[config.mk]
export PLATFORM = sky130hd
export DESIGN_NAME = radon_sensor_uart_frame_handler
export DESIGN_NICKNAME = d
export VERILOG_FILES = /design/src/rtl/rsufh_pkg.sv /design/src/rtl/radon_sensor_uart_frame_handler.sv
export SDC_FILE = /design/constraint.sdc
export NUM_CORES = 1
export LEC_CHECK = 0
export BUFFER_PORTS_ARGS = -buffer_cell sky130_fd_sc_hd__buf_2
export CELL_PAD_IN_SITES_DETAIL_PLACEMENT = 1
export CELL_PAD_IN_SITES_GLOBAL_PLACEMENT = 1
export CORE_UTILIZATION = 45
export CTS_CLUSTER_DIAMETER = 40
export DETAILED_ROUTE_END_ITERATION = 8
export PLACE_DENSITY_LB_ADDON = 0.1
export SLEW_MARGIN = 0
export SYNTH_ARGS = -nofsm -noshare
export SYNTH_HDL_FRONTEND = slang
export SYNTH_SLANG_ARGS = --single-unit
export TNS_END_PERCENT = 20
[constraint.sdc]
create_clock -name aclk -period 10.9 [get_ports aclk]
set_input_delay 2.18 -clock aclk [delete_from_list [all_inputs] [get_ports aclk]]
set_output_delay 2.18 -clock aclk [all_outputs]
set_load 0.05 [all_outputs]
[src/rtl/rsufh_pkg.sv]
// Shared types, codes and command table for the radon sensor link handler.
// No dependencies; imported by radon_sensor_uart_frame_handler.
package rsufh_pkg;

    // Input word layout: mode [1:0], command_select [3:2], rx_byte [11:4]
    localparam int S_DATA_W = 16;
    // Result word layout: kind [2:0], tx_byte [10:3], status [18:11],
    // minutes [26:19], value_integer [34:27], value_decimal [42:35], error [44:43]
    localparam int M_DATA_W = 48;

    localparam int FRAME_LEN = 8;
    localparam int CMD_LEN   = 4;

    typedef enum logic [1:0] {
        MODE_RX_BYTE = 2'd0,
        MODE_START   = 2'd1,
        MODE_PULL    = 2'd2
    } mode_t;

    typedef enum logic [2:0] {
        KIND_ACCEPTED = 3'd0,
        KIND_TX_BYTE  = 3'd1,
        KIND_TX_DONE  = 3'd2,
        KIND_READING  = 3'd3,
        KIND_REJECTED = 3'd4
    } kind_t;

    typedef enum logic [1:0] {
        ERR_NONE      = 2'd0,
        ERR_HEADER    = 2'd1,
        ERR_HANDS_OFF = 2'd2,
        ERR_CHECKSUM  = 2'd3
    } err_t;

    localparam logic [1:0] CMD_REQUEST = 2'd0;
    localparam logic [1:0] CMD_RESET   = 2'd1;
    localparam logic [1:0] CMD_PERIOD  = 2'd2;
    localparam logic [1:0] CMD_NONE    = 2'd3;

    localparam logic [7:0] HDR_START     = 8'h02;
    localparam logic [7:0] HDR_CMD       = 8'h10;
    localparam logic [7:0] HDR_LEN       = 8'h04;
    localparam logic [7:0] STAT_HANDSOFF = 8'hE0;
    localparam logic [7:0] CSUM_BASE     = 8'hFF;

    typedef struct packed {
        kind_t      kind;
        logic [7:0] tx_byte;
        logic [7:0] status;
        logic [7:0] minutes;
        logic [7:0] val_int;
        logic [7:0] val_dec;
        err_t       err;
    } result_t;

    function automatic logic [7:0] cmd_byte(input logic [1:0] cmd, input logic [1:0] idx);
        logic [7:0] b;
        b = 8'h00;
        case (cmd)
            CMD_REQUEST: begin
                case (idx)
                    2'd0: b = 8'h02;
                    2'd1: b = 8'h01;
                    2'd2: b = 8'h00;
                    default: b = 8'hFE;
                endcase
            end
            CMD_RESET: begin
                case (idx)
                    2'd0: b = 8'h02;
                    2'd1: b = 8'hA0;
                    2'd2: b = 8'h00;
                    default: b = 8'h5F;
                endcase
            end
            CMD_PERIOD: begin
                case (idx)
                    2'd0: b = 8'h02;
                    2'd1: b = 8'hA1;
                    2'd2: b = 8'h01;
                    default: b = 8'h5D;
                endcase
            end
            default: b = 8'h00;
        endcase
        return b;
    endfunction

endpackage

[src/rtl/radon_sensor_uart_frame_handler.sv]
// Radon sensor link handler: command transmit sequencing and 8-byte frame check.
// Depends on rsufh_pkg.
// Each result word is registered: it appears on the m_ side the cycle after its input is taken.
// Throughput: one input word per cycle; a single result register decouples the
// two sides, and s_tready drops only while that register is full and stalled.
// Reset (synchronous, aresetn low): receive position and transmit index clear,
// the reset command is selected, the result register empties.
// Frame bytes hold no reset value; each is written before it is checked.
module radon_sensor_uart_frame_handler
    import rsufh_pkg::*;
(
    input  logic                aclk,
    input  logic                aresetn,
    input  logic                s_tvalid,
    output logic                s_tready,
    input  logic [S_DATA_W-1:0] s_tdata,   // mode [1:0], command_select [3:2], rx_byte [11:4]
    output logic                m_tvalid,
    input  logic                m_tready,
    output logic [M_DATA_W-1:0] m_tdata    // result_kind [2:0], tx_byte [10:3],
                                           // sensor_status [18:11], elapsed_minutes [26:19],
                                           // value_integer [34:27], value_decimal [42:35],
                                           // error_code [44:43]
);

    logic [7:0] frame_reg [FRAME_LEN-1];
    logic [2:0] rx_pos_reg, rx_pos_next;
    logic [1:0] cmd_reg, cmd_next;
    logic [2:0] tx_idx_reg, tx_idx_next;
    logic       out_valid_reg;
    result_t    res_reg, res_next;
    logic       store_we;

    logic       accept;
    logic [1:0] in_mode;
    logic [1:0] in_sel;
    logic [7:0] in_byte;
    logic [7:0] sum;
    logic [7:0] expect_csum;

    assign in_mode = s_tdata[1:0];
    assign in_sel  = s_tdata[3:2];
    assign in_byte = s_tdata[11:4];

    assign s_tready = !out_valid_reg || m_tready;
    assign accept   = s_tvalid && s_tready;

    assign sum = HDR_CMD + HDR_LEN + frame_reg[3] + frame_reg[4] + frame_reg[5] + frame_reg[6];
    assign expect_csum = CSUM_BASE - sum;

    always_comb begin
        rx_pos_next = rx_pos_reg;
        cmd_next    = cmd_reg;
        tx_idx_next = tx_idx_reg;
        store_we    = 1'b0;
        res_next    = '0;
        res_next.kind = KIND_ACCEPTED;
        case (in_mode)
            MODE_RX_BYTE: begin
                if (rx_pos_reg != 3'(FRAME_LEN-1)) begin
                    store_we    = 1'b1;
                    rx_pos_next = rx_pos_reg + 3'd1;
                end else begin
                    // last byte: check frame and resync
                    rx_pos_next      = '0;
                    res_next.status  = frame_reg[3];
                    res_next.minutes = frame_reg[4];
                    res_next.val_int = frame_reg[5];
                    res_next.val_dec = frame_reg[6];
                    if (frame_reg[0] != HDR_START || frame_reg[1] != HDR_CMD
                            || frame_reg[2] != HDR_LEN) begin
                        res_next.err = ERR_HEADER;
                    end else if (frame_reg[3] == STAT_HANDSOFF) begin
                        res_next.err = ERR_HANDS_OFF;
                    end else if (in_byte != expect_csum) begin
                        res_next.err = ERR_CHECKSUM;
                    end
                    res_next.kind = (res_next.err != ERR_NONE) ? KIND_REJECTED : KIND_READING;
                end
            end
            MODE_START: begin
                if (in_sel != CMD_NONE) begin
                    cmd_next    = in_sel;
                    tx_idx_next = '0;
                    rx_pos_next = '0;
                end
            end
            MODE_PULL: begin
                if (!tx_idx_reg[2]) begin
                    res_next.kind    = KIND_TX_BYTE;
                    res_next.tx_byte = cmd_byte(cmd_reg, tx_idx_reg[1:0]);
                    tx_idx_next      = tx_idx_reg + 3'd1;
                end else begin
                    res_next.kind = KIND_TX_DONE;
                    cmd_next      = CMD_NONE;
                end
            end
            default: begin
                res_next.kind = KIND_ACCEPTED;
            end
        endcase
    end

    always_ff @(posedge aclk) begin
        if (!aresetn) begin
            rx_pos_reg    <= '0;
            cmd_reg       <= CMD_RESET;
            tx_idx_reg    <= '0;
            out_valid_reg <= 1'b0;
        end else begin
            if (accept) begin
                rx_pos_reg <= rx_pos_next;
                cmd_reg    <= cmd_next;
                tx_idx_reg <= tx_idx_next;
            end
            if (accept) begin
                out_valid_reg <= 1'b1;
            end else if (m_tready) begin
                out_valid_reg <= 1'b0;
            end
        end
    end

    // payload: frame bytes and result word
    always_ff @(posedge aclk) begin
        if (accept && store_we) begin
            frame_reg[rx_pos_reg] <= in_byte;
        end
        if (accept) begin
            res_reg <= res_next;
        end
    end

    assign m_tvalid = out_valid_reg;
    assign m_tdata  = {3'b000, res_reg.err, res_reg.val_dec, res_reg.val_int,
                       res_reg.minutes, res_reg.status, res_reg.tx_byte, res_reg.kind};

    a_accept_gives_result: assert property (@(posedge aclk) disable iff (!aresetn)
        accept |=> m_tvalid)
        else $error("accepted word produced no result");

    a_tx_idx_range: assert property (@(posedge aclk) disable iff (!aresetn)
        tx_idx_reg <= 3'(CMD_LEN))
        else $error("transmit index past command length");

    a_cmd_while_sending: assert property (@(posedge aclk) disable iff (!aresetn)
        !tx_idx_reg[2] |-> cmd_reg != CMD_NONE)
        else $error("no command selected while bytes remain");

    a_err_matches_kind: assert property (@(posedge aclk) disable iff (!aresetn)
        m_tvalid |-> ((res_reg.kind == KIND_REJECTED) == (res_reg.err != ERR_NONE)))
        else $error("error code disagrees with result kind");

    a_frame_resync: assert property (@(posedge aclk) disable iff (!aresetn)
        accept && in_mode == MODE_RX_BYTE && rx_pos_reg == 3'(FRAME_LEN-1)
        |=> rx_pos_reg == 3'd0)
        else $error("receive position not cleared after full frame");

endmodule

# --- Word-level counts from Yosys, hierarchy flattened ---
# Memories as Yosys holds them, arrays and structs flattened.
# Index checks and enable logic that the tools add are counted.
op_classes:
  mux: 27
  addsub: 7
  n_reduce_logical: 19
  bitwise_logic: 2
  n_eq_ne: 16
op_table:
  columns: ["cell", "count"]
  rows:
  - ["8-bit one-hot mux with 3 select lines", 4]
  - ["8-bit adder", 3]
  - ["3-bit one-hot mux with 2 select lines", 3]
  - ["2-bit 2-to-1 mux", 8]
  - ["3-bit 2-to-1 mux", 5]
  - ["5-bit by 8-bit adder with 8-bit output, first input constant", 1]
  - ["8-bit equality test, second input constant", 1]
  - ["2-bit inequality test, second input constant", 4]
  - ["8-bit by 2-bit inequality test with 1-bit output, second input constant", 1]
  - ["8-bit by 3-bit inequality test with 1-bit output, second input constant", 1]
  - ["8-bit by 5-bit inequality test with 1-bit output, second input constant", 1]
  - ["8-bit inequality test", 1]
  - ["4-bit AND reduction", 2]
  - ["2-bit nonzero test", 4]
  - ["8-bit subtractor, first input constant", 1]
  - ["3-bit by 1-bit adder with 3-bit output, second input constant", 2]
  - ["2-bit by 1-bit equality test with 1-bit output, second input constant", 3]
  - ["2-bit equality test, second input constant", 3]
  - ["2-bit zero test", 3]
  - ["1-bit 2-to-1 mux", 6]
  - ["3-bit AND reduction", 2]
  - ["2-bit one-hot mux with 2 select lines", 1]
  - ["2-bit OR reduction", 2]
  - ["1-bit logical OR", 3]
  - ["4 further kinds", 6]
word_totals:
  elab_cells: 84
  out_inout_bits: 50
  memories: 1
  ramBits: 56
  ff_bits: 54
memory_table:
  columns: ["memory", "depth", "word_bits", "read_ports", "rd_ports_with_merged_regs", "wr", "line", "rtl"]
  rows:
  - ["frame_reg", 7, 8, 7, 0, 1, "radon_sensor_uart_frame_handler.sv:25", "logic [7:0] frame_reg [FRAME_LEN-1];"]

# --- Longest topological paths before layout ---
# Gate-level depths: netlist of the first run.
# An unclocked memory read counts as a cell.
logic_depth:
  ltp_word: 16
  depth_mapped: 13
  depth_no_buf: 13

# --- Worst setup path after synthesis of the first run ---
# Ideal clock, no wire load.
synth_path:
  path_kind: "input port to output port"
  startpoint: "in m_tready"
  endpoint: "out s_tready"
  slack_ns: 6.087
  path_buffers: 0
  path_stages: 2
  arrival_ns: 2.633
  path_cell_list: "nor2b_1 inv_1"
synth_via:
  elab_chain_cells: 1
synth_lines:
  columns: ["item", "line", "rtl"]
  rows:
  - ["start: declaration", "radon_sensor_uart_frame_handler.sv:18", "input logic m_tready,"]
  - ["1-bit logical OR", "radon_sensor_uart_frame_handler.sv:44", "assign s_tready = !out_valid_reg || m_tready;"]
  - ["end: declaration", "radon_sensor_uart_frame_handler.sv:15", "output logic s_tready,"]
# Every way passes these cells.

# --- Worst setup path in the final report of the first run ---
# Ends and elaborated chain as after synthesis.

==> run summary, run 1 <==
Routing
- Vias per Instance: 4.989
- vias after detailed routing: 2764
- WL final: 9131 um
- Post-route DRC: 0
- DRT iter0 DRCs: 79
- Routed Antenna Nets: 0
- first-pass iteration count of the detailed router: 4
- Routed WL per cell: 16.48 um

Global route
- global-route congestion overflow total: 0
- wire length of the first global-routing pass: 14660 um
- number of global-route vias before repair: 2857
- maximum number of pins on one net before global-route repair: 44
- antenna violations before repair: 0
- total track usage: 17.66%

Die
- height of the chip: 105.7 um
- core area: 10370 um^2
- starting density of the core: 46.63%
- overall die area: 11170 um^2
- I/O pin cnt: 70
- Chip Width: 105.7 um
- number of cell rows: 37

Logic synthesis
- Avg Synthesized Cell Area: 13.90 um^2
- ranking of synthesized cells by area: edfxtp_1 60%, fa_1 5.4%, ha_1 5.2%
- gate count after technology mapping: 348
- Async SR Flop Fraction: 0%
- most area-hungry cell type in the Yosys netlist: edfxtp_1
- fraction of the yosys area taken by sequential cells: 63.96%
- top-area cell type share of the netlist area: 60.23%
- warning count from the yosys run: 0
- netlist area before placement: 4836 um^2
- most used flip-flop cell after synthesis: edfxtp_1
- number of enable flip-flop cells after synthesis: 97
- count of state elements after synthesis: 106
- distinct cell type count of the synthesized netlist: 42

Setup path
- R2R depth: 13
- critical path endpoint category: primary output
- critical path class: input port to primary output
- R2R Path Start: frame_reg[3][1]$_DFFE_PP_
- Worst Path Max Fanout: 5
- capture point of the worst path: s_tready
- reg2reg end: m_tdata[2]$_DFFE_PP_
- Data arrival, critical path: 2.97 ns
- worst reg2reg setup slack: 7.04 ns
- Critical Path Source: m_tready
- worst path required time: 8.72 ns
- CP startpoint kind: input port

Power
- Worst IR Drop VDD: 0.07177 mV
- standby leakage power: 0.002163 uW
- Overall Power: 752.9 uW
- power density over cell area: 137.6 nW/um^2

Place
- quantity of I/O buffers inserted on ports: 62
- global placement routability congestion: 0.7760
- dpl hpwl: 6601 um

STA
- unrepaired setup endpoints after global routing: false
- setup violators final: 0
- shortest clock period the worst path allows after layout: 5.154 ns
- worst setup skew after layout: 0.01787 ns
- Worst slew margin: 20.04%
- setup_tns: 0 ns
- Fmax: 194.0 MHz
- Tightest Pin Transition: 1.197 ns
- number of failing hold endpoints at the final stage: 0
- max-slew violation total from the final report: 0
- crit share post-route: 47.28%

Clock tree
- TritonCTS clock tree: yes
- clock transition time at the flip-flop clock pins of the worst setup and hold paths: 0.10 ns
- hold buffer count at CTS: 0
- post_cts resized: 0
- number of buffers created by CTS: 9
- maximum clock path buffer count: 2
- # H-tree levels: 3
- insertion delay of the later-clocked pin in the worst-skew pair: 0.37 ns
- clock sink count: 106
- clock root buffer master: clkbuf_8
- number of buffers added for setup after CTS: 0

Layout
- growth of design area from synthesis to finish: 13.12%
- Inserted Diodes: 0
- number of nets in the final layout: 466
- number of flip-flops under the largest register name: 56
- combined area of the multi-input logic cells: 1568 um^2
- flip-flop and latch area: 3093 um^2
- fillers: 1079
- proportion of layout cells with a drive suffix above 1: 20.10%

Hold path
- worst hold path type: flip-flop to flip-flop
- origin of the worst min-delay path: frame_reg[6][3]$_DFFE_PP_

Flow run
- total of max-cap violations: 0

Status
- outcome: complete, no violations

## cells in the mapped netlist, drive strengths merged, types with 2 or more instances
| cell type | number |
|---|---|
| ha | 20 |
| nor4 | 5 |
| xnor2 | 10 |
| inv | 34 |
| clkbuf | 4 |
| a31oi | 2 |
| o21ai | 4 |
| or3 | 2 |
| dfxtp | 9 |
| a21oi | 7 |
| nor2b | 9 |
| xnor3 | 2 |
| buf | 7 |
| nand2b | 4 |
| nor4b | 3 |
| nor3 | 4 |
| nor2 | 16 |
| nand3 | 10 |
| edfxtp | 97 |
| and2 | 36 |
| and3 | 3 |
| nand2 | 17 |
| fa | 13 |
| nand4 | 2 |
| a211oi | 5 |
| o2111ai | 2 |
| nor3b | 2 |
| a21boi | 2 |
| xor2 | 6 |
## final cells by class
| type | instances | share of cell area, % |
|---|---|---|
| clock buffer | 9 | 2.264 |
| clock inverter | 7 | 1.281 |
| inverter | 34 | 2.333 |
| multi-input combinational | 199 | 28.66 |
| sequential | 106 | 56.54 |
| tap | 136 | 3.111 |
| timing repair buffer | 63 | 5.810 |
## cell families (layout without fill, tap and decap cells)
logic type	Yosys count	in the layout	synth area share (%)
and+or+nand+nor	115	115	13.17
xor gates and xnor gates	18	18	3.985
DFF	106	106	63.96
buffers and inverters	45	113	4.036
AOI/OAI and AO/OA	30	30	4.218
adders and majority gates	33	33	10.56
other	1	3	0.07755
## cell usage in the layout, fill, tap and decap left out, types with 10 or more instances in the layout
master    synthesis  final
nor2_1           16     15
edfxtp_1         97     97
nand3_1          10     10
ha_1             20     20
buf_2             0     62
nand2_1          17     17
inv_1            34     34
fa_1             13     13
and2_1           35     35
## report_power, final
| part | total [uW] | internal, uW | leakage [uW] | switching (uW) |
|---|---|---|---|---|
| combinational | 62.5 | 12.5 | 0.00107 | 50.0 |
| sequential | 455 | 452 | 0.000993 | 3.04 |
| clock | 236 | 89.6 | 0.000100 | 146 |
| total | 753 | 554 | 0.00216 | 199 |
## critical path: stages
cell and delay (ns):
buf_2 0.10, nor2b_1 0.36, inv_1 0.10, buf_2 0.23
## metrics by stage
step,hold slack (ns),instance area (um^2),setup WS [ns],util [%],instances
4_1_cts,0.5711,5470,5.748,52.75,554
6_report,0.5686,5470,5.746,52.75,554
3_3_place_gp,0.5356,5276,5.803,50.88,538
2_1_floorplan,0.5106,4843,6.087,-,350
5_1_grt,0.5951,5470,5.700,52.75,554
3_5_place_dp,0.5437,5276,5.753,50.88,538
## worst min path at each step
stage / end / slack [ns] / depth (start not counted)
2_1_floorplan: tx_idx_reg[2]$_SDFFE_PN0P_ / 0.51 / 2
4_1_cts: m_tdata[38]$_SDFFCE_PP0P_ / 0.57 / 1
3_5_place_dp: m_tdata[36]$_SDFFCE_PP0P_ / 0.54 / 1
6_report: m_tdata[38]$_SDFFCE_PP0P_ / 0.57 / 1
3_3_place_gp: m_tdata[29]$_SDFFCE_PP0P_ / 0.54 / 1
5_1_grt: tx_idx_reg[2]$_SDFFE_PN0P_ / 0.60 / 2
## routing by layer
layer	global-route usage [%]	wire length, um	share of wire (%)
met5	0	0	0
met4	6.845	152	1.7
met3	2.536	280	3.1
met2	30.30	4609	50
met1	22.63	4088	45
No activity file was read; power rests on OpenSTA's default activity.
==> inputs of run 2 (changes only) <==
ABC_AREA = 1   (was not set)
CORE_UTILIZATION = 41   (was 45)
clock period = 4.7 ns   (was 10.9 ns; I/O delays follow)
==> run 2 against run 1 <==
  * Final area grew 4.2%
  * Clock-buffer cell count unchanged
  * Clock power rose to 3.2 times the previous value
  * Sequential power grew 130%
  * Die area grew 12%
  * First-iteration DRC count increased by 52%
  * The run now ends with DRC left
  * Clock skew down 0.011 ns
  * Worst setup slack worse by 4.9 ns
  * Non-clock buffer count increased by 1
  * Largest cell class unchanged
  * Global-route usage is 0.42 points lower
  * Register-to-register slack worse by 6.2 ns
  * Core utilization fell by 3.7 points
==> run summary, run 2 <==
STA
- shortest clock period the worst path allows after layout: 3.870 ns
- crit share post-route: 82.33%
- setup violators final: 0, unchanged
- unrepaired setup endpoints after global routing: false
- worst setup skew after layout: 0.006615 ns, -0.01126 ns
- Fin Hold WS: 0.5091 ns, -0.05948 ns
- Tightest Pin Transition: 1.075 ns, -0.1218 ns
- setup_tns: 0 ns, unchanged
- max-slew violation total from the final report: 0, unchanged
- number of failing hold endpoints at the final stage: 0, unchanged
- Worst slew margin: 27.79%, +7.8 points
- Fmax: 258.4 MHz

Logic synthesis
- distinct cell type count of the synthesized netlist: 36, -14%
- number of enable flip-flop cells after synthesis: 97, unchanged
- ranking of synthesized cells by area: edfxtp_1 59%, inv_1 6.7%, fa_1 5.2%
- Async SR Flop Fraction: 0%, unchanged
- top-area cell type share of the netlist area: 58.71%, -1.5 points
- Avg Synthesized Cell Area: 11.33 um^2, -18%
- most used flip-flop cell after synthesis: edfxtp_1
- count of state elements after synthesis: 106, unchanged
- dominant cell by count in the synthesized netlist: edfxtp_1
- warning count from the yosys run: 0, unchanged
- netlist area before placement: 4961 um^2, +2.6%
- top post-synthesis cells by count: 97 x edfxtp_1, 89 x inv_1, 63 x nand2_1, 52 x nor2_1
- gate count after technology mapping: 438, +26%
- fraction of the yosys area taken by sequential cells: 62.35%, -1.6 points
- most area-hungry cell type in the Yosys netlist: edfxtp_1

Clock tree
- hold buffer count at CTS: 0, unchanged
- number of buffers created by CTS: 9, unchanged
- clock sink count: 106, unchanged
- number of buffers added for setup after CTS: 0, unchanged
- insertion delay of the later-clocked pin in the worst-skew pair: 0.35 ns, -0.02 ns
- TritonCTS clock tree: yes
- post_cts resized: 0, unchanged
- # H-tree levels: 3, unchanged
- clock transition time at the flip-flop clock pins of the worst setup and hold paths: 0.07 ns, -0.03 ns
- clock root buffer master: clkbuf_16
- maximum clock path buffer count: 2, unchanged

Setup path
- CP startpoint kind: flip-flop
- R2R Path Start: frame_reg[3][1]$_DFFE_PP_
- Critical Path Source: frame_reg[3][1]$_DFFE_PP_
- Data arrival, critical path: 3.98 ns, +1.01 ns
- critical path endpoint category: flip-flop
- Worst Path Max Fanout: 3, -2
- critical path class: flip-flop to flip-flop
- slowest cell on the critical path: fa_1
- Worst path max stage delay: 0.53 ns, +0.17 ns
- worst path required time: 4.81 ns, -3.91 ns
- critical path cell sequence: ha_1, inv_1, fa_1, fa_1, ha_1, inv_1, fa_1, xor2_1, nand3_1, nor2_1, nand2_1, nor2_2, nand2_2, nor2_4, nand3_1, nand2_1, inv_1

Global route
- wire length of the first global-routing pass: 16080 um, +9.7%
- GR met3 Demand/Resource: 3.375%, +0.84 points
- maximum number of pins on one net before global-route repair: 43, -2.3%
- peak-usage layer in the global routing report: met2
- global-route congestion overflow total: 0, unchanged
- met1 usage in global routing: 21.17%, -1.5 points
- number of global-route vias before repair: 3212, +12%
- total track usage: 17.24%, -0.42 points
- antenna violations before repair: 0, unchanged
- met2 Use GR: 29.52%, -0.77 points

Routing
- vias after detailed routing: 3126, +13%
- Routed Antenna Nets: 0, unchanged
- WL final: 9844 um, +7.8%
- Routed WL per cell: 15.10 um, -8.4%
- DRT iter0 DRCs: 120, +52%
- Vias per Instance: 4.794, -3.9%
- Post-route DRC: 5, +5
- first-pass iteration count of the detailed router: 6, +2

Hold path
- origin of the worst min-delay path: tx_idx_reg[1]$_SDFFE_PN0P_
- worst hold path type: flip-flop to flip-flop

Power
- Worst IR Drop VDD: 0.2244 mV, +210%
- clock network power share: 38.1%, +6.8 points
- standby leakage power: 0.002530 uW, +17%
- Flop pwr share: 54.2%, -6.2 points
- combinational fraction of design power: 7.7%, -0.6 points
- power density over cell area: 343.0 nW/um^2, +150%
- net switching power figure: 463.0 uW, +130%
- design internal power: 1492 uW, +170%
- sw frac: 23.68%, -2.8 points

Status
- outcome: complete, but fails checks
- failing checks: DRC

Die
- number of cell rows: 39, +5.4%
- height of the chip: 112 um, +6.0%
- Chip Width: 112 um, +6.0%
- I/O pin cnt: 70, unchanged
- overall die area: 12540 um^2, +12%
- starting density of the core: 42.72%, -3.9 points
- core area: 11610 um^2, +12%

Flow run
- total of max-cap violations: 0, unchanged

Layout
- leading cell type in the layout, fill and taps excluded: edfxtp_1
- number of flip-flops under the largest register name: 56, unchanged
- proportion of layout cells with a drive suffix above 1: 18.66%, -1.4 points
- most frequent cells in the layout: 97 x edfxtp_1, 89 x inv_1, 63 x nand2_1, 62 x buf_2, 52 x nor2_1
- growth of design area from synthesis to finish: 14.91%
- Inserted Diodes: 0, unchanged
- number of nets in the final layout: 558, +20%

Place
- quantity of I/O buffers inserted on ports: 62, unchanged
- dpl hpwl: 7304 um, +11%
- global placement routability congestion: 0.7784, +0.31%

==> run 2: changes by cell type in the layout (fill, tap and decap cells not counted), sizes merged, moves of 9 or more <==
cell / change
nand2: +51
nor2: +39
and2: -35
nor2b: -9
nand3: +11
inv: +54
==> run 2: metal layers <==
metal,up-vias,wire (um)
met5,-,0
met4,0,218
met3,15,301
met2,47,4859
met1,1500,4464
li1,1564,-
==> run 2: stage by stage <==
step                      worst slack (ns)  area (um^2)  cells  total power (uW)  util (%)
after floorplan                      1.261         4969    440              1192         -
after global placement              0.9340         5409    637              1230     46.57
after detailed placement            0.8168         5409    637              1234     46.57
after CTS                           0.7907         5700    652              1977     49.08
after global routing                0.5670         5700    652              2021     49.08
final                               0.8303         5700    652              1955     49.08
==> run 2: worst paths after layout <==
kind / to / slack, ns / depth (start not counted)
min: tx_idx_reg[1]$_SDFFE_PN0P_ / 0.51 / 2
max reg2reg: m_tdata[2]$_DFFE_PP_ / 0.83 / 17
max: m_tdata[2]$_DFFE_PP_ / 0.83 / 17
min reg2reg: tx_idx_reg[1]$_SDFFE_PN0P_ / 0.51 / 2
==> run 2: logic make-up after synthesis <==
family	share of synthesized area, %
buf+inv	8.096
simple gates	15.64
other cells	0.07559
fa+ha+maj	10.29
mux	0.2270
xor+xnor	0.8827
compound gates	2.446
flops	62.35
==> run 2: final cells by class <==
type                    instances  area, um^2
inverters                      90       337.8
fillers                      1285        5913
multi-input cells             234        1474
flip-flops and latches        106        3093
well taps                     143       178.9
clock inverters                 6       66.31
repair buffers                 64       325.3
clock buffers                   9       225.2
==> run 2: power groups by stage <==
stage               clock network (uW)  registers (uW)  logic (uW)
global placement                     0            1080         151
floorplan                            0            1140        49.4
CTS                                764            1060         154
detailed placement                   0            1080         153
finish                             745            1060         151
global route                       798            1060         162
==> run 2: critical path, delay by kind of cell, from the launching register on <==
kind	cells	cell delay, ns
and+or+nand+nor	8	0.83
DFF	1	0.44
adders and majority gates	5	2.03
buffers and inverters	3	0.15
xor gates and xnor gates	1	0.17
==> inputs of run 3 (changes only) <==
ABC_AREA = 0   (was 1)
CORE_UTILIZATION = 45   (was 41)
clock period = 3.8 ns   (was 4.7 ns; I/O delays follow)
==> run 3 against run 2 <==
  * The run ends with setup timing left
  * Register-to-register slack got worse by 0.83 ns
  * Sequential cell count unchanged
  * Final area is 2.3% lower
  * First-iteration DRC count decreased by 45%
  * Global-route usage up 1.2 points
  * Critical path type unchanged
  * Largest cell class unchanged
==> run summary, run 3 (same netlist as run 1, synthesis figures left out) <==
Status
- outcome: complete, but fails checks
- failing checks: setup timing

Clock tree
- clock sink count: 106, unchanged
- TritonCTS clock tree: yes
- number of buffers created by CTS: 9, unchanged
- clock transition time at the flip-flop clock pins of the worst setup and hold paths: 0.10 ns, +0.03 ns
- clock root buffer master: clkbuf_8
- # H-tree levels: 3, unchanged
- insertion delay of the later-clocked pin in the worst-skew pair: 0.37 ns, +0.02 ns
- maximum clock path buffer count: 2, unchanged

Die
- Chip Width: 105.7 um, -5.7%
- number of cell rows: 37, -5.1%
- starting density of the core: 46.63%, +3.9 points
- height of the chip: 105.7 um, -5.7%
- core area: 10370 um^2, -11%
- overall die area: 11170 um^2, -11%
- I/O pin cnt: 70, unchanged

Setup path
- R2R Path Start: frame_reg[4][1]$_DFFE_PP_
- reg2reg end: m_tdata[2]$_DFFE_PP_
- Worst Path Max Fanout: 3, unchanged
- Worst path max stage delay: 0.51 ns, -0.02 ns
- slowest cell on the critical path: fa_1
- critical path cell sequence: ha_1, inv_2, fa_1, fa_1, ha_2, inv_2, fa_2, xor2_2, xnor2_1, nor4_2, o211a_1, o2111ai_2, and2_1
- worst path required time: 3.93 ns, -0.88 ns
- worst reg2reg setup slack: -0.002 ns, -0.83 ns
- critical path class: flip-flop to flip-flop
- R2R depth: 13, -4
- Data arrival, critical path: 3.94 ns, -0.04 ns
- CP startpoint kind: flip-flop
- Critical Path Source: frame_reg[4][1]$_DFFE_PP_
- capture point of the worst path: m_tdata[2]$_DFFE_PP_
- critical path endpoint category: flip-flop

Routing
- Routed Antenna Nets: 0, unchanged
- DRT iter0 DRCs: 66, -45%
- vias after detailed routing: 2819, -9.8%
- Post-route DRC: 0, -5
- Vias per Instance: 5.016, +4.6%
- first-pass iteration count of the detailed router: 4, -2
- WL final: 9401 um, -4.5%
- Routed WL per cell: 16.73 um, +11%

STA
- crit share post-route: 100.1%, +18 points
- worst setup skew after layout: 0.01650 ns, +0.009887 ns
- worst setup margin: -0.002311 ns, -0.8326 ns
- Fmax: 263.0 MHz, +1.8%
- shortest clock period the worst path allows after layout: 3.802 ns, -0.06736 ns
- Worst slew margin: 37.77%, +10 points
- number of failing hold endpoints at the final stage: 0, unchanged
- setup violators final: 1, +1
- unrepaired setup endpoints after global routing: true
- Tightest Pin Transition: 0.9294 ns, -0.1455 ns
- max-slew violation total from the final report: 0, unchanged

Global route
- wire length of the first global-routing pass: 15300 um, -4.9%
- maximum number of pins on one net before global-route repair: 44, +2.3%
- total track usage: 18.44%, +1.2 points
- antenna violations before repair: 0, unchanged
- global-route congestion overflow total: 0, unchanged
- number of global-route vias before repair: 2994, -6.8%

Layout
- combined area of the multi-input logic cells: 1598 um^2, +8.4%
- final standard cell utilization of the core: 53.73%, +4.6 points
- area of all placed cells without fillers: 5572 um^2, -2.3%
- growth of design area from synthesis to finish: 15.21%
- number of nets in the final layout: 475, -15%
- flip-flop and latch area: 3093 um^2, unchanged
- Inserted Diodes: 0, unchanged
- proportion of layout cells with a drive suffix above 1: 23.47%, +4.8 points
- Post-Layout Cell Count: 562, -14%
- most frequent cells in the layout: 97 x edfxtp_1, 62 x buf_2, 35 x and2_1, 32 x inv_1, 19 x ha_1
- number of flip-flops under the largest register name: 56, unchanged
- fillers: 1095, -15%
- leading cell type in the layout, fill and taps excluded: edfxtp_1

Place
- DP Cell Count: 546, -14%
- dpl hpwl: 6899 um, -5.5%
- global placement routability congestion: 0.7601, -2.4%
- quantity of I/O buffers inserted on ports: 62, unchanged
- Placed Area: 5336 um^2, -1.3%

Hold path
- worst hold path type: flip-flop to flip-flop

Power
- standby leakage power: 0.002206 uW, -13%
- power density over cell area: 393.3 nW/um^2, +15%
- Worst IR Drop VDD: 0.2260 mV, +0.72%

Flow run
- total of max-cap violations: 0, unchanged

[run 3: cell types whose count changed in the layout (fill, tap and decap cells not counted), moves of 5 or more]
cell,previous run,this run
and2_1,1,35
buf_4,2,10
clkbuf_16,9,0
clkbuf_8,0,9
inv_1,89,32
nand2_1,63,17
nand2_2,5,0
nand3_1,20,10
nor2_1,52,15
nor2b_1,0,9
xnor2_1,4,9
[run 3: worst max-delay path: cells and delay by family (launching register included)]
kind / cells / cell delay, ns
and+or+nand+nor: 2 / 0.50
AOI/OAI and AO/OA: 2 / 0.39
adders and majority gates: 5 / 1.87
DFF: 1 / 0.41
xor gates and xnor gates: 2 / 0.32
buffers and inverters: 2 / 0.08
[run 3: per-stage QoR]
step | total power [uW] | hold WS [ns] | setup slack (ns) | TNS [ns]
after floorplan | 1462 | 0.5106 | 0.2653 | 0
after global placement | 1510 | 0.5352 | 0.06811 | 0
after detailed placement | 1514 | 0.5404 | -0.04276 | -0.04276
after CTS | 2218 | 0.5597 | 0.02726 | 0
after global routing | 2267 | 0.5967 | -0.1053 | -0.1847
final | 2192 | 0.5627 | -0.002311 | -0.002311
[run 3: cell type report]
cell class | instances | share of cell area, %
sequential | 106 | 55.51
multi-input combinational | 199 | 28.68
timing repair buffer | 72 | 6.917
tap | 136 | 3.054
inverter | 34 | 2.291
clock buffer | 9 | 2.223
clock inverter | 6 | 1.325
[run 3: timing repair]
item                       in CTS  in global routing
setup endpoints to repair       1                  4
hold buffers                    0                  0
resized for setup               1                  7
pin swaps                       0                 11
buffers inserted                0                  1
[run 3: metal layers]
layer  wire (um)  track usage [%]
met4         133            6.250
met3         300            2.783
met1        4203            23.46
met2        4762            32.12
met5           0                0
[run 3: how the worst min path moves through the flow]
stage | from | to | slack [ns] | depth (start not counted)
final | frame_reg[3][4]$_DFFE_PP_ | m_tdata[15]$_SDFFCE_PP0P_ | 0.56 | 1
after global routing | frame_reg[3][4]$_DFFE_PP_ | m_tdata[15]$_SDFFCE_PP0P_ | 0.60 | 1
after CTS | frame_reg[6][4]$_DFFE_PP_ | m_tdata[39]$_SDFFCE_PP0P_ | 0.56 | 1
after detailed placement | frame_reg[6][4]$_DFFE_PP_ | m_tdata[39]$_SDFFCE_PP0P_ | 0.54 | 1
after global placement | frame_reg[5][1]$_DFFE_PP_ | m_tdata[28]$_SDFFCE_PP0P_ | 0.54 | 1
after floorplan | tx_idx_reg[2]$_SDFFE_PN0P_ | tx_idx_reg[2]$_SDFFE_PN0P_ | 0.51 | 2
[run 3: where the power goes]
group          leakage, uW  internal, uW  switching, uW
combinational      0.00112          37.5            144
sequential        0.000993          1300           8.50
clock            0.0000938           309            397
total              0.00221          1640            549
